[src/hdl/rrsp_pkg.sv]
// Shared types and constants for the RESP2 reply stream parser.
`default_nettype none

package rrsp_pkg;

  // Default and widths
  localparam int MAX_NEST_DEF = 8;
  localparam int DEPTH_W      = 4;
  localparam int CNT_W        = 31;
  localparam int BYTE_W       = 8;
  localparam int NUM_W        = 32;

  // Byte roles
  localparam logic [2:0] ROLE_MARKER = 3'd0;
  localparam logic [2:0] ROLE_LINE   = 3'd1;
  localparam logic [2:0] ROLE_NUM    = 3'd2;
  localparam logic [2:0] ROLE_BODY   = 3'd3;
  localparam logic [2:0] ROLE_TERM   = 3'd4;

  // Element types
  localparam logic [2:0] TYPE_STATUS = 3'd0;
  localparam logic [2:0] TYPE_ERROR  = 3'd1;
  localparam logic [2:0] TYPE_INT    = 3'd2;
  localparam logic [2:0] TYPE_BULK   = 3'd3;
  localparam logic [2:0] TYPE_ARRAY  = 3'd4;

  // Error codes
  localparam logic [2:0] ERR_NONE     = 3'd0;
  localparam logic [2:0] ERR_BAD_TYPE = 3'd1;
  localparam logic [2:0] ERR_BAD_NUM  = 3'd2;
  localparam logic [2:0] ERR_NO_CRLF  = 3'd3;
  localparam logic [2:0] ERR_TOO_DEEP = 3'd4;

  // Request from the byte parser to the count stack
  typedef struct packed {
    logic             push;
    logic             finish;
    logic             clear;
    logic [CNT_W-1:0] count;
  } stk_cmd_t;

  // Stack status seen by the byte parser
  typedef struct packed {
    logic [DEPTH_W-1:0] depth;
    logic               full;
    logic               reply_done;
  } stk_stat_t;

  // One tagged result
  typedef struct packed {
    logic [BYTE_W-1:0]       byte_value;
    logic [2:0]              byte_role;
    logic [2:0]              element_type;
    logic [DEPTH_W-1:0]      nest_level;
    logic signed [NUM_W-1:0] header_number;
    logic                    number_valid;
    logic                    is_nil;
    logic                    element_done;
    logic                    reply_done;
    logic [2:0]              error_code;
  } result_t;

endpackage

`default_nettype wire

[src/hdl/rrsp_nest_stack.sv]
// Stack of pending array element counts with multi-level pop.
`default_nettype none

module rrsp_nest_stack #(
  parameter int MAX_NEST = rrsp_pkg::MAX_NEST_DEF
) (
  input  wire logic                clk,
  input  wire logic                rst_n,
  input  wire logic                step,
  input  wire rrsp_pkg::stk_cmd_t  cmd,
  output rrsp_pkg::stk_stat_t      stat
);

  localparam int IDX_W = (MAX_NEST > 1) ? $clog2(MAX_NEST) : 1;

  logic [rrsp_pkg::DEPTH_W-1:0] depth_r, depth_nxt;
  logic [rrsp_pkg::CNT_W-1:0]   cnt_r [MAX_NEST];
  logic [MAX_NEST-1:0]          one_r;
  logic                         found;
  logic [IDX_W-1:0]             tgt;
  logic [rrsp_pkg::CNT_W-1:0]   tgt_cnt;
  logic [IDX_W-1:0]             push_idx;

  // Find the innermost live level whose count stays above zero after this element
  always_comb begin
    found = 1'b0;
    tgt   = '0;
    for (int k = 0; k < MAX_NEST; k++) begin
      if ((rrsp_pkg::DEPTH_W'(k) < depth_r) && !one_r[k]) begin
        found = 1'b1;
        tgt   = IDX_W'(k);
      end
    end
  end

  assign tgt_cnt  = cnt_r[tgt];
  assign push_idx = depth_r[IDX_W-1:0];

  // Next depth
  always_comb begin
    depth_nxt = depth_r;
    if (cmd.clear) begin
      depth_nxt = '0;
    end else if (cmd.push) begin
      depth_nxt = depth_r + 1'b1;
    end else if (cmd.finish) begin
      depth_nxt = found ? (rrsp_pkg::DEPTH_W'(tgt) + 1'b1) : '0;
    end
  end

  always_ff @(posedge clk) begin
    if (!rst_n) begin
      depth_r <= '0;
    end else if (step) begin
      depth_r <= depth_nxt;
    end
  end

  // Count storage: push writes the new top, finish counts down the target level
  always_ff @(posedge clk) begin
    if (step && !cmd.clear) begin
      if (cmd.push) begin
        cnt_r[push_idx] <= cmd.count;
        one_r[push_idx] <= (cmd.count == rrsp_pkg::CNT_W'(1));
      end else if (cmd.finish && found) begin
        cnt_r[tgt] <= tgt_cnt - 1'b1;
        one_r[tgt] <= (tgt_cnt == rrsp_pkg::CNT_W'(2));
      end
    end
  end

  assign stat.depth      = depth_r;
  assign stat.full       = (depth_r >= rrsp_pkg::DEPTH_W'(MAX_NEST));
  assign stat.reply_done = !found;

endmodule

`default_nettype wire

[src/hdl/rrsp_byte_parse.sv]
// Per-byte RESP2 phase tracking, header number decode and result tagging.
`default_nettype none

module rrsp_byte_parse (
  input  wire logic                        clk,
  input  wire logic                        rst_n,
  input  wire logic                        step,
  input  wire logic [rrsp_pkg::BYTE_W-1:0] data_byte,
  input  wire rrsp_pkg::stk_stat_t         stat,
  output rrsp_pkg::stk_cmd_t               cmd,
  output rrsp_pkg::result_t                res
);

  // Parse phases
  localparam logic [3:0] PH_TYPE      = 4'd0;
  localparam logic [3:0] PH_LINE      = 4'd1;
  localparam logic [3:0] PH_LINE_LF   = 4'd2;
  localparam logic [3:0] PH_NUM_START = 4'd3;
  localparam logic [3:0] PH_NUM_SIGN  = 4'd4;
  localparam logic [3:0] PH_NUM_DIG   = 4'd5;
  localparam logic [3:0] PH_NUM_LF    = 4'd6;
  localparam logic [3:0] PH_BODY      = 4'd7;
  localparam logic [3:0] PH_BODY_CR   = 4'd8;
  localparam logic [3:0] PH_BODY_LF   = 4'd9;

  // Protocol characters
  localparam logic [7:0] CH_PLUS  = 8'h2B;
  localparam logic [7:0] CH_MINUS = 8'h2D;
  localparam logic [7:0] CH_COLON = 8'h3A;
  localparam logic [7:0] CH_DOLL  = 8'h24;
  localparam logic [7:0] CH_STAR  = 8'h2A;
  localparam logic [7:0] CH_CR    = 8'h0D;
  localparam logic [7:0] CH_LF    = 8'h0A;
  localparam logic [7:0] CH_ZERO  = 8'h30;
  localparam logic [7:0] CH_NINE  = 8'h39;

  localparam int CW = rrsp_pkg::CNT_W;
  localparam int PW = CW + 4;

  logic [3:0]    phase_r, phase_nxt;
  logic [2:0]    type_r, type_nxt;
  logic [CW-1:0] acc_r, acc_nxt;
  logic          neg_r, neg_nxt;
  logic [CW-1:0] body_r, body_nxt;

  logic          digit;
  logic [3:0]    dval;
  logic [PW-1:0] prod;
  logic          ovf;
  logic          neg_eff;
  logic [CW-1:0] body_dec;

  logic [2:0]                     role, etype, err;
  logic signed [rrsp_pkg::NUM_W-1:0] hnum;
  logic                           nvalid, nil, edone, rdone;
  logic                           push, finish;

  // Digit value and next accumulator (times ten as two shifts)
  assign digit    = (data_byte >= CH_ZERO) && (data_byte <= CH_NINE);
  assign dval     = data_byte[3:0];
  assign prod     = ({4'b0, acc_r} << 3) + ({4'b0, acc_r} << 1) + {{(PW-4){1'b0}}, dval};
  assign ovf      = |prod[PW-1:CW];
  assign neg_eff  = neg_r && (acc_r != '0);
  assign body_dec = body_r - {{(CW-1){1'b0}}, (body_r != '0)};

  // Decode one byte against the current phase
  always_comb begin
    role      = rrsp_pkg::ROLE_TERM;
    etype     = type_r;
    err       = rrsp_pkg::ERR_NONE;
    hnum      = '0;
    nvalid    = 1'b0;
    nil       = 1'b0;
    edone     = 1'b0;
    rdone     = 1'b0;
    push      = 1'b0;
    finish    = 1'b0;
    phase_nxt = phase_r;
    type_nxt  = type_r;
    acc_nxt   = acc_r;
    neg_nxt   = neg_r;
    body_nxt  = body_r;

    unique case (phase_r)
      PH_TYPE: begin
        role = rrsp_pkg::ROLE_MARKER;
        unique case (data_byte)
          CH_PLUS:  etype = rrsp_pkg::TYPE_STATUS;
          CH_MINUS: etype = rrsp_pkg::TYPE_ERROR;
          CH_COLON: etype = rrsp_pkg::TYPE_INT;
          CH_DOLL:  etype = rrsp_pkg::TYPE_BULK;
          CH_STAR:  etype = rrsp_pkg::TYPE_ARRAY;
          default: begin
            etype = rrsp_pkg::TYPE_STATUS;
            err   = rrsp_pkg::ERR_BAD_TYPE;
          end
        endcase
        type_nxt  = etype;
        acc_nxt   = '0;
        neg_nxt   = 1'b0;
        phase_nxt = (etype >= rrsp_pkg::TYPE_BULK) ? PH_NUM_START : PH_LINE;
      end
      PH_LINE: begin
        if (data_byte == CH_CR) begin
          phase_nxt = PH_LINE_LF;
        end else if (data_byte == CH_LF) begin
          err = rrsp_pkg::ERR_NO_CRLF;
        end else begin
          role = rrsp_pkg::ROLE_LINE;
        end
      end
      PH_LINE_LF, PH_BODY_LF: begin
        if (data_byte == CH_LF) begin
          edone     = 1'b1;
          finish    = 1'b1;
          rdone     = stat.reply_done;
          phase_nxt = PH_TYPE;
        end else begin
          err = rrsp_pkg::ERR_NO_CRLF;
        end
      end
      PH_NUM_START, PH_NUM_SIGN, PH_NUM_DIG: begin
        role = rrsp_pkg::ROLE_NUM;
        if (digit) begin
          if (ovf) begin
            err = rrsp_pkg::ERR_BAD_NUM;
          end else begin
            acc_nxt   = prod[CW-1:0];
            phase_nxt = PH_NUM_DIG;
          end
        end else if ((data_byte == CH_MINUS) && (phase_r == PH_NUM_START)) begin
          neg_nxt   = 1'b1;
          phase_nxt = PH_NUM_SIGN;
        end else if ((data_byte == CH_CR) && (phase_r == PH_NUM_DIG)) begin
          role    = rrsp_pkg::ROLE_TERM;
          neg_nxt = neg_eff;
          // Only minus one is a legal negative bulk length
          if ((type_r == rrsp_pkg::TYPE_BULK) && neg_eff && (acc_r != CW'(1))) begin
            err = rrsp_pkg::ERR_BAD_NUM;
          end else begin
            phase_nxt = PH_NUM_LF;
          end
        end else begin
          err = rrsp_pkg::ERR_BAD_NUM;
        end
      end
      PH_NUM_LF: begin
        if (data_byte != CH_LF) begin
          err = rrsp_pkg::ERR_NO_CRLF;
        end else if (type_r == rrsp_pkg::TYPE_BULK) begin
          nvalid = 1'b1;
          if (neg_r) begin
            hnum      = '1;
            nil       = 1'b1;
            edone     = 1'b1;
            finish    = 1'b1;
            rdone     = stat.reply_done;
            phase_nxt = PH_TYPE;
          end else begin
            hnum      = {1'b0, acc_r};
            body_nxt  = acc_r;
            phase_nxt = (acc_r == '0) ? PH_BODY_CR : PH_BODY;
          end
        end else if (neg_r || (acc_r == '0)) begin
          // Empty or nil array completes at once
          hnum      = neg_r ? '1 : '0;
          nvalid    = 1'b1;
          nil       = 1'b1;
          edone     = 1'b1;
          finish    = 1'b1;
          rdone     = stat.reply_done;
          phase_nxt = PH_TYPE;
        end else if (stat.full) begin
          err = rrsp_pkg::ERR_TOO_DEEP;
        end else begin
          hnum      = {1'b0, acc_r};
          nvalid    = 1'b1;
          push      = 1'b1;
          phase_nxt = PH_TYPE;
        end
      end
      PH_BODY: begin
        role     = rrsp_pkg::ROLE_BODY;
        body_nxt = body_dec;
        if (body_dec == '0) begin
          phase_nxt = PH_BODY_CR;
        end
      end
      PH_BODY_CR: begin
        if (data_byte == CH_CR) begin
          phase_nxt = PH_BODY_LF;
        end else begin
          err = rrsp_pkg::ERR_NO_CRLF;
        end
      end
      default: begin
        err = rrsp_pkg::ERR_NO_CRLF;
      end
    endcase

    // Drop everything on an error and return to the top level
    if (err != rrsp_pkg::ERR_NONE) begin
      hnum      = '0;
      nvalid    = 1'b0;
      nil       = 1'b0;
      edone     = 1'b0;
      rdone     = 1'b0;
      push      = 1'b0;
      finish    = 1'b0;
      phase_nxt = PH_TYPE;
      type_nxt  = type_r;
      acc_nxt   = '0;
      neg_nxt   = 1'b0;
      body_nxt  = '0;
    end
  end

  always_ff @(posedge clk) begin
    if (!rst_n) begin
      phase_r <= PH_TYPE;
      type_r  <= rrsp_pkg::TYPE_STATUS;
      acc_r   <= '0;
      neg_r   <= 1'b0;
      body_r  <= '0;
    end else if (step) begin
      phase_r <= phase_nxt;
      type_r  <= type_nxt;
      acc_r   <= acc_nxt;
      neg_r   <= neg_nxt;
      body_r  <= body_nxt;
    end
  end

  assign cmd.push   = push;
  assign cmd.finish = finish;
  assign cmd.clear  = (err != rrsp_pkg::ERR_NONE);
  assign cmd.count  = acc_r;

  assign res.byte_value    = data_byte;
  assign res.byte_role     = role;
  assign res.element_type  = etype;
  assign res.nest_level    = stat.depth;
  assign res.header_number = hnum;
  assign res.number_valid  = nvalid;
  assign res.is_nil        = nil;
  assign res.element_done  = edone;
  assign res.reply_done    = rdone;
  assign res.error_code    = err;

endmodule

`default_nettype wire

[src/hdl/resp_reply_stream_parser_core.sv]
// Top level of the RESP2 reply stream parser: input and result registers around the parser.
//
//  channel | ports              | payload
//  --------+--------------------+-----------------------------------------------
//  in      | in_tvalid/tready   | tdata[7:0] data_byte
//  out     | out_tvalid/tready  | tdata byte_value, header_number; tuser tags;
//          |                    | tlast reply_done
//
// One byte per cycle sustained while out_tready stays high; each byte passes through the input
// register and then sits in the result register.
// Parsing state and the count stack update in the cycle a byte moves to the
// result register; the stack pops any number of finished arrays in that cycle.
// Reset (synchronous, active low) returns to waiting for a type byte at depth zero.
// A stall on out_tready holds both registers and lowers in_tready once both are full.
`default_nettype none

module resp_reply_stream_parser_core #(
  parameter int MAX_NEST = rrsp_pkg::MAX_NEST_DEF
) (
  input  wire logic        clk,
  input  wire logic        rst_n,
  input  wire logic        in_tvalid,
  output logic             in_tready,
  input  wire logic [7:0]  in_tdata,   // [7:0] data_byte
  output logic             out_tvalid,
  input  wire logic        out_tready,
  output logic [39:0]      out_tdata,  // [7:0] byte_value, [39:8] header_number
  output logic [15:0]      out_tuser,  // [2:0] byte_role, [5:3] element_type,
                                       // [9:6] nest_level, [10] number_valid,
                                       // [11] is_nil, [12] element_done,
                                       // [15:13] error_code
  output logic             out_tlast   // reply_done
);

  logic                  in_valid_r;
  logic [7:0]            in_data_r;
  logic                  out_valid_r;
  rrsp_pkg::result_t     out_res_r;
  logic                  advance;
  rrsp_pkg::stk_cmd_t    cmd;
  rrsp_pkg::stk_stat_t   stat;
  rrsp_pkg::result_t     res;

  // Move a byte forward when the result register is free or being emptied
  assign advance   = in_valid_r && (!out_valid_r || out_tready);
  assign in_tready = !in_valid_r || advance;

  // Input register
  always_ff @(posedge clk) begin
    if (!rst_n) begin
      in_valid_r <= 1'b0;
    end else if (in_tvalid && in_tready) begin
      in_valid_r <= 1'b1;
    end else if (advance) begin
      in_valid_r <= 1'b0;
    end
  end

  always_ff @(posedge clk) begin
    if (in_tvalid && in_tready) begin
      in_data_r <= in_tdata;
    end
  end

  rrsp_byte_parse u_parse (
    .clk       (clk),
    .rst_n     (rst_n),
    .step      (advance),
    .data_byte (in_data_r),
    .stat      (stat),
    .cmd       (cmd),
    .res       (res)
  );

  rrsp_nest_stack #(
    .MAX_NEST (MAX_NEST)
  ) u_stack (
    .clk   (clk),
    .rst_n (rst_n),
    .step  (advance),
    .cmd   (cmd),
    .stat  (stat)
  );

  // Result register
  always_ff @(posedge clk) begin
    if (!rst_n) begin
      out_valid_r <= 1'b0;
    end else if (advance) begin
      out_valid_r <= 1'b1;
    end else if (out_tready) begin
      out_valid_r <= 1'b0;
    end
  end

  always_ff @(posedge clk) begin
    if (advance) begin
      out_res_r <= res;
    end
  end

  assign out_tvalid = out_valid_r;
  assign out_tdata  = {out_res_r.header_number, out_res_r.byte_value};
  assign out_tuser  = {out_res_r.error_code, out_res_r.element_done,
                       out_res_r.is_nil, out_res_r.number_valid, out_res_r.nest_level,
                       out_res_r.element_type, out_res_r.byte_role};
  assign out_tlast  = out_res_r.reply_done;

endmodule

`default_nettype wire
[config.mk]
export PLATFORM = sky130hd
export DESIGN_NAME = resp_reply_stream_parser_core
export DESIGN_NICKNAME = d
export VERILOG_FILES = /design/src/hdl/rrsp_pkg.sv /design/src/hdl/rrsp_nest_stack.sv /design/src/hdl/rrsp_byte_parse.sv /design/src/hdl/resp_reply_stream_parser_core.sv
export SDC_FILE = /design/constraint.sdc
export NUM_CORES = 1
export LEC_CHECK = 0
export ABC_AREA = 1
export BUFFER_PORTS_ARGS = -buffer_cell sky130_fd_sc_hd__buf_2
export CORE_AREA = 4 4 208 210
export DETAILED_ROUTE_END_ITERATION = 8
export DIE_AREA = 0 0 212 214
export PLACE_DENSITY = 0.8
export SYNTH_ARGS = -nofsm -noshare
export SYNTH_HDL_FRONTEND = slang
export SYNTH_SLANG_ARGS = --single-unit
[constraint.sdc]
create_clock -name clk -period 7.96 [get_ports clk]
set_input_delay 0.796 -clock clk [delete_from_list [all_inputs] [get_ports clk]]
set_output_delay 0.796 -clock clk [all_outputs]
set_load 0.05 [all_outputs]
======== Yosys cells after proc, flatten, opt, wreduce, memory -nomap -nowiden ========
Memory sizes are Yosys's and may differ from the RTL's.
Index checks and enable logic that the tools add are counted.
word-level totals
  bits of input ports ..................... 12
  RAM bits ................................ 248
  output and inout port bits .............. 59
  word-level logic and storage cells ...... 266
  bits in registers ....................... 149
  memories ................................ 1
cells by class
  add/subtract/negate cells ............... 6
  reductions and logical operators ........ 62
  equal/unequal tests ..................... 36
  bitwise logic cells ..................... 2
  muxes and demuxes ....................... 123
  order comparisons ....................... 16
memories
  memory         words  width  rd ports  clocked after memory_dff  write ports  line                   RTL
  u_stack.cnt_r  8      31     1         0                         1            rrsp_nest_stack.sv:17  logic [rrsp_pkg::CNT_W-1:0] cnt_r [MAX_NEST];
operator list
  kind                   number
  $mux 31                9
  $mux 32                4
  $pmux 31 s2            2
  $mux 4                 20
  $logic_not 31->1       2
  $reduce_bool 31->1     2
  $mux 3                 19
  $mux 1                 47
  $eq 8x6->1 const B     5
  $add 34x32->35         1
  $add 35x4->35          1
  $eq 31x1->1 const B    1
  $eq 31x2->1 const B    1
  $ne 31x1->1 const B    1
  $reduce_or 31->1       1
  $sub 31x1->31          1
  $sub 31x1->31 const B  1
  $pmux 4 s7             1
  $pmux 3 s4             2
  $pmux 3 s7             1
  $logic_and 1x1->1      20
  $mux 2                 9
  $ne 3x1->1 const B     6
  $bwmux 8               2
  other kinds (41)       86

======== Logic depth before layout (Yosys ltp) ========
  depth in word-level cells ............... 18
  gate-level depth with buffers ........... 26
  gate-level depth less buffers ........... 25

======== Cells and area by module ========
From an unflattened synthesis, not the netlist that was laid out.
unflattened totals
  cells, all modules ...................... 2677
  area, all modules ....................... 22709.3 µm²
by module, submodules not included
  module                         sequential area each (µm²)  area an instance (µm²)  cells each  instances
  rrsp_nest_stack                7767.4                      12926.1                 1332        1
  rrsp_byte_parse                1401.3                      7736.2                  1267        1
  resp_reply_stream_parser_core  1991.9                      2047.0                  78          1

======== Worst setup path before layout ========
No wires, ideal clock.
  kind .................................... input-to-reg
  from .................................... input out_tready
  to ...................................... memory u_stack.cnt_r[4][0] (netlist bit) (enable)
  library setup time ...................... 0.419 ns
  arrival ................................. 4.692 ns
  path buffers ............................ 1
  stages .................................. 10
  required time ........................... 7.541 ns
  path slack .............................. 2.849 ns
  cells stage by stage .................... inv_1 > nand2_1 > nand2_1 > clkinv_1 > nand4_2 > buf_2 > o21bai_1 > nand2_1 > nand2_1 > nor2_1
between the ends
  word-level cells in the longest chain between the ends .. 7
  elaborated cells between the ends (all ways) .. 10
  those cells by class .................... 6 x mux; 4 x reduce/logical
ends and longest elaborated chain
  item                                                      line                                 RTL
  from (decl)                                               resp_reply_stream_parser_core.sv:26  input wire logic out_tready,
  $logic_or 1x1->1 *                                        resp_reply_stream_parser_core.sv:45  assign advance = in_valid_r && (!out_valid_r || out_tready);
  $logic_and 1x1->1 *                                       resp_reply_stream_parser_core.sv:45
  net advance                                               resp_reply_stream_parser_core.sv:39  logic advance;
  $logic_and 1x1->1 *                                       rrsp_nest_stack.sv:61                if (step && !cmd.clear) begin
  $mux 1                                                    rrsp_nest_stack.sv:61
  $mux 1 (implied by the code)                              rrsp_nest_stack.sv:66                cnt_r[tgt] <= tgt_cnt - 1'b1;
  $reduce_or 31->1 (no source line)                         -
  $mux 3 (no source line) / $mux 1 (equally long branches)  -
  to (decl)                                                 rrsp_nest_stack.sv:17
Mark *: on every way through the listed nets, which the timed path passes. The rest lies on a longest branch.

======== Worst setup path in the final report ========
  from .................................... register u_parse.acc_r[0]
  to ...................................... memory u_stack.cnt_r[1][15] (netlist bit) (enable)
between the ends
  word-level cells in the longest chain between the ends .. 18
  elaborated cells between the ends (all ways) .. 43
  those cells by class .................... 2 x add/sub; 1 x eq/ne; 28 x mux; 12 x reduce/logical
ends and longest elaborated chain
  item                                                                     line                    RTL
  from (decl)                                                              rrsp_byte_parse.sv:42   logic [CW-1:0] acc_r, acc_nxt;
  from (signal assigned)                                                   rrsp_byte_parse.sv:228  acc_r <= acc_nxt;
  parallel branches: the longest is 18 deep, another holds $add 34x32->35  -
Several ways; the timed one is not identified.

==> out/qor.tcl <==
set qor(cp-end-kind) {register}
set qor(syn2layout_area_growth_pct) 9.24
set qor(hold_viol_final) 0
set qor(drt-total-wl_um) 62800
set qor(layout_worst_path_cycle_share_pct) 76.4
set qor(worstHoldPathCells) 1
set qor(crit_path_setup_slack_layout_ns) 1.88
set qor(worst_setup_path_start_kind) {register}
set qor(numCtsBuffers) 43
set qor(port_buffers) 70
set qor(layout.cell_area.non_filler_sq_um) 24100
set qor(synth_nets) 2665
set qor(antenna_found_initial) 0
set qor(synth-warning-count) 0
set qor(outcome) {finished, final reports clean}
set qor(wire_length_of_the_first_global_routing_pass_um) 97500
set qor(design.portCount) 71
set qor(die_width_um) 212
set qor(dp_slack_ns) 2.03
set qor(synth_top_flop_cell) {edfxtp_1}
set qor(floorplan.rows) 75
set qor(worst_path_most_repeated_cell) {nand2_1}
set qor(number_of_drc_violations_after_detailed_routing) 0
set qor(critical_path.reg2reg.endpoint) {u_stack.cnt_r[1][15]}
set qor(required_time_of_the_critical_path_ns) 8.17
set qor(synth_top_area_share_pct) 43.7
set qor(worst-r2r-setup-slack_ns) 1.88
set qor(finalWeightedCongestion) 0.995
set qor(cts_hold_buffers) 0
set qor(fp.coreArea_sq_um) 41600
set qor(worstHoldPathType) {in2reg}
set qor(final_common_cell) {nand2_1}
set qor(initial_core_utilization_pct) 53.1
set qor(cts.clk_slew.worst_paths_ns) 0.06
set qor(cts_tree) {yes}
set qor(worstSkewPairLatency_ns) 0.59
set qor(multiInputGateArea_sq_um) 9300
set qor(achievable-frequency_ghz) 0.165
set qor(fin_setup_tns_ns) 0
set qor(synthesis.area_sq_um) 22100
set qor(hold_ws_ns) 0.394
set qor(detail_route.first_pass.iterations) 6
set qor(setup_violations) 0
set qor(storage_element_area_sq_um) 11200
set qor(postCtsSetupBuffers) 0
set qor(post-synth-top-area-cell) {edfxtp_1}
set qor(drive_above_1_share_pct) 9.48
set qor(power.ir.vdd_worst_mv) 0.155
set qor(buffer_and_inverter_count_on_the_worst_path) 2
set qor(maxCapViolations) 0
set qor(global_route_usage_over_all_layers_pct) 26.9
set qor(leakagePower_nw) 10.2
set qor(crit_slowest_cell) {nor2_4}
set qor(finalCoreUtilization_pct) 58.0
set qor(maximum_number_of_pins_on_one_net_before_global_route_repair) 64
set qor(clock_tree.htree_level_count) 2
set qor(power.density_cell_area_nw_per_um2) 210
set qor(slowest_delay_ns) 0.87
set qor(ctsLongestPathBuffers) 3
set qor(vias_per_cell) 5.82
set qor(grt-ovfl-total) 0
set qor(netlist-cell-type-count) 54
set qor(ant_nets) 0
set qor(min_delay_worst_endpoint) {in_data_r[0]}
set qor(die_h_um) 214
set qor(detailroute.via_count) 18535
set qor(layout_min_cycle_time_ns) 6.08
set qor(crit_path_cell_trace) {inv_1 -> fa_1 -> inv_1 -> ha_1 -> nand2_1 -> nor2_1 -> nor2_1 -> nor2_1 -> nor2_1 -> o21ai_0 -> nand2_1 -> nand2_1 -> nor2_1 -> nand3_1 -> nand3_1 -> nand4_2 -> nor2_4 -> nand2_1 -> nand2_1 -> nand2_1 -> nor2_4}
set qor(timing.clock.skew_ns) 0.0247
set qor(worst_slew_margin_rel_pct) 18.2
set qor(post_synth_main_area_contributors) {edfxtp_1, nand2_1, dfxtp_1}
set qor(synthArstFlopShare_pct) 0
set qor(clk_root_buffer_cell) {clkbuf_16}
set qor(synth-edff-count) 321
set qor(postSynthRegisterBits) 397
set qor(drt-wirelength-per-cell_um) 19.7
set qor(num-nets-final) 2695
set qor(drv_slew) 0
set qor(via_count_of_the_first_global_routing_pass) 17773
set qor(insertedDiodeCount) 0
set qor(layout.filler_cells) 3540
set qor(post_dp_cell_area_sq_um) 22700
set qor(critical_path_data_arrival_time_ns) 6.29
set qor(drt_iter0_drc) 2299
set qor(unrepaired_setup_endpoints_after_global_routing) {false}
set qor(post_cts_resize_count) 0
set qor(startpoint) {u_parse.acc_r[0]}
set qor(place.detailed.hpwl_um) 43300
set qor(floorplan.die_area_sq_um) 45400
set qor(syn_area_per_cell_sq_um) 8.54
set qor(synth-seq-area-share_pct) 50.6
set qor(launch_instance_of_the_worst_min_delay_path) {in_tdata[0]}
set qor(timing_worst_slew_pin_value_ns) 1.22
set qor(worst_r2r_path_depth) 21
set qor(cp_max_fo) 41
set qor(post_syn_instances) 2583
set qor(worstSetupPathType) {reg2reg}
set qor(count_of_clock_tree_sinks) 397
set qor(most-common-layout-cells) {nand2_1, nor2_1, edfxtp_1}
set qor(crit-reg2reg-launch) {u_parse.acc_r[0]}
set qor(cpLargestDelayFamily) {simple AND/OR/NAND/NOR gates}
## cell families (layout without fill, tap and decap cells)
family / after synthesis / after routing / synth area share (%)
flops: 397 / 397 / 50.6
fa+ha+maj: 70 / 70 / 4.04
xor+xnor: 65 / 65 / 2.58
buf+inv: 388 / 453 / 7.60
compound gates: 279 / 279 / 7.32
simple gates: 1384 / 1384 / 27.9
## synth_stat cells, drive strengths merged, types with 3 or more instances
master,n
o21bai,22
a21o,5
xnor2,24
nand3b,15
o21a,5
ha,68
nand3,227
nor3b,3
inv,287
o211ai,4
a21oi,74
o31ai,31
buf,72
nor2,382
xor2,41
edfxtp,321
clkinv,5
clkbuf,24
dfxtp,76
nor4,8
a31oi,7
nor3,29
o21ai,125
and3,3
nand2,625
nand4,88
## area by class of cell
| class | instances | share of cell area [%] |
|---|---|---|
| clock buffer | 50 | 4.78 |
| clock inverter | 30 | 1.18 |
| inverter | 292 | 4.57 |
| multi-input combinational | 1798 | 38.6 |
| sequential | 397 | 46.3 |
| tap | 539 | 2.80 |
| timing repair buffer | 81 | 1.80 |
## power by group
part	total (mW)	internal, mW	switching [mW]
clock	2.03	1.15	0.876
combinational	0.716	0.192	0.524
sequential	2.32	2.28	0.0396
## per-layer routing
metal	global-route usage (%)	up-vias	routed length, um
met5	0	-	0
met2	42.9	999	29300
met3	5.74	128	6330
met4	7.59	0	1610
met1	37.5	8685	25500
li1	-	8723	-
## metrics by stage
stage / std cells / total power, mW
floorplan: 2583 / 2.88
global placement: 3107 / 3.04
detailed placement: 3107 / 3.06
CTS: 3187 / 5.06
global route: 3187 / 5.23
finish: 3187 / 5.06
## worst max path at each step
stage,end,slack (ns),cells after the start
floorplan,u_stack.cnt_r[4][0],2.85,10
global placement,u_stack.cnt_r[1][21],2.23,23
detailed placement,u_stack.cnt_r[1][27],2.03,23
CTS,u_stack.cnt_r[1][7],2.02,23
global route,u_stack.cnt_r[1][18],1.51,23
finish,u_stack.cnt_r[1][15],1.88,21
## sequential cells by signal (all words and copies together), names as in the netlist
register and cells:
u_stack.one_r 8, u_parse.phase_r 4, u_parse.body_r 31, u_stack.cnt_r 248
out_tvalid 1, u_stack.depth_r 4, u_parse.type_r 3, out_tuser 16
u_parse.neg_r 1, out_tdata 40, in_data_r 8, u_parse.acc_r 31
in_valid_r 1, out_tlast 1
## worst register-to-register path, cell delays in order (launching register included)
cell and delay, ns:
dfxtp_1 0.41, inv_1 0.20, fa_1 0.44, inv_1 0.10, ha_1 0.29, nand2_1 0.12
nor2_1 0.06, nor2_1 0.17, nor2_1 0.06, nor2_1 0.25, o21ai_0 0.27, nand2_1 0.13
nand2_1 0.06, nor2_1 0.09, nand3_1 0.20, nand3_1 0.30, nand4_2 0.41, nor2_4 0.87
nand2_1 0.13, nand2_1 0.13, nand2_1 0.14, nor2_4 0.87
(Power assumes the default switching activity.)
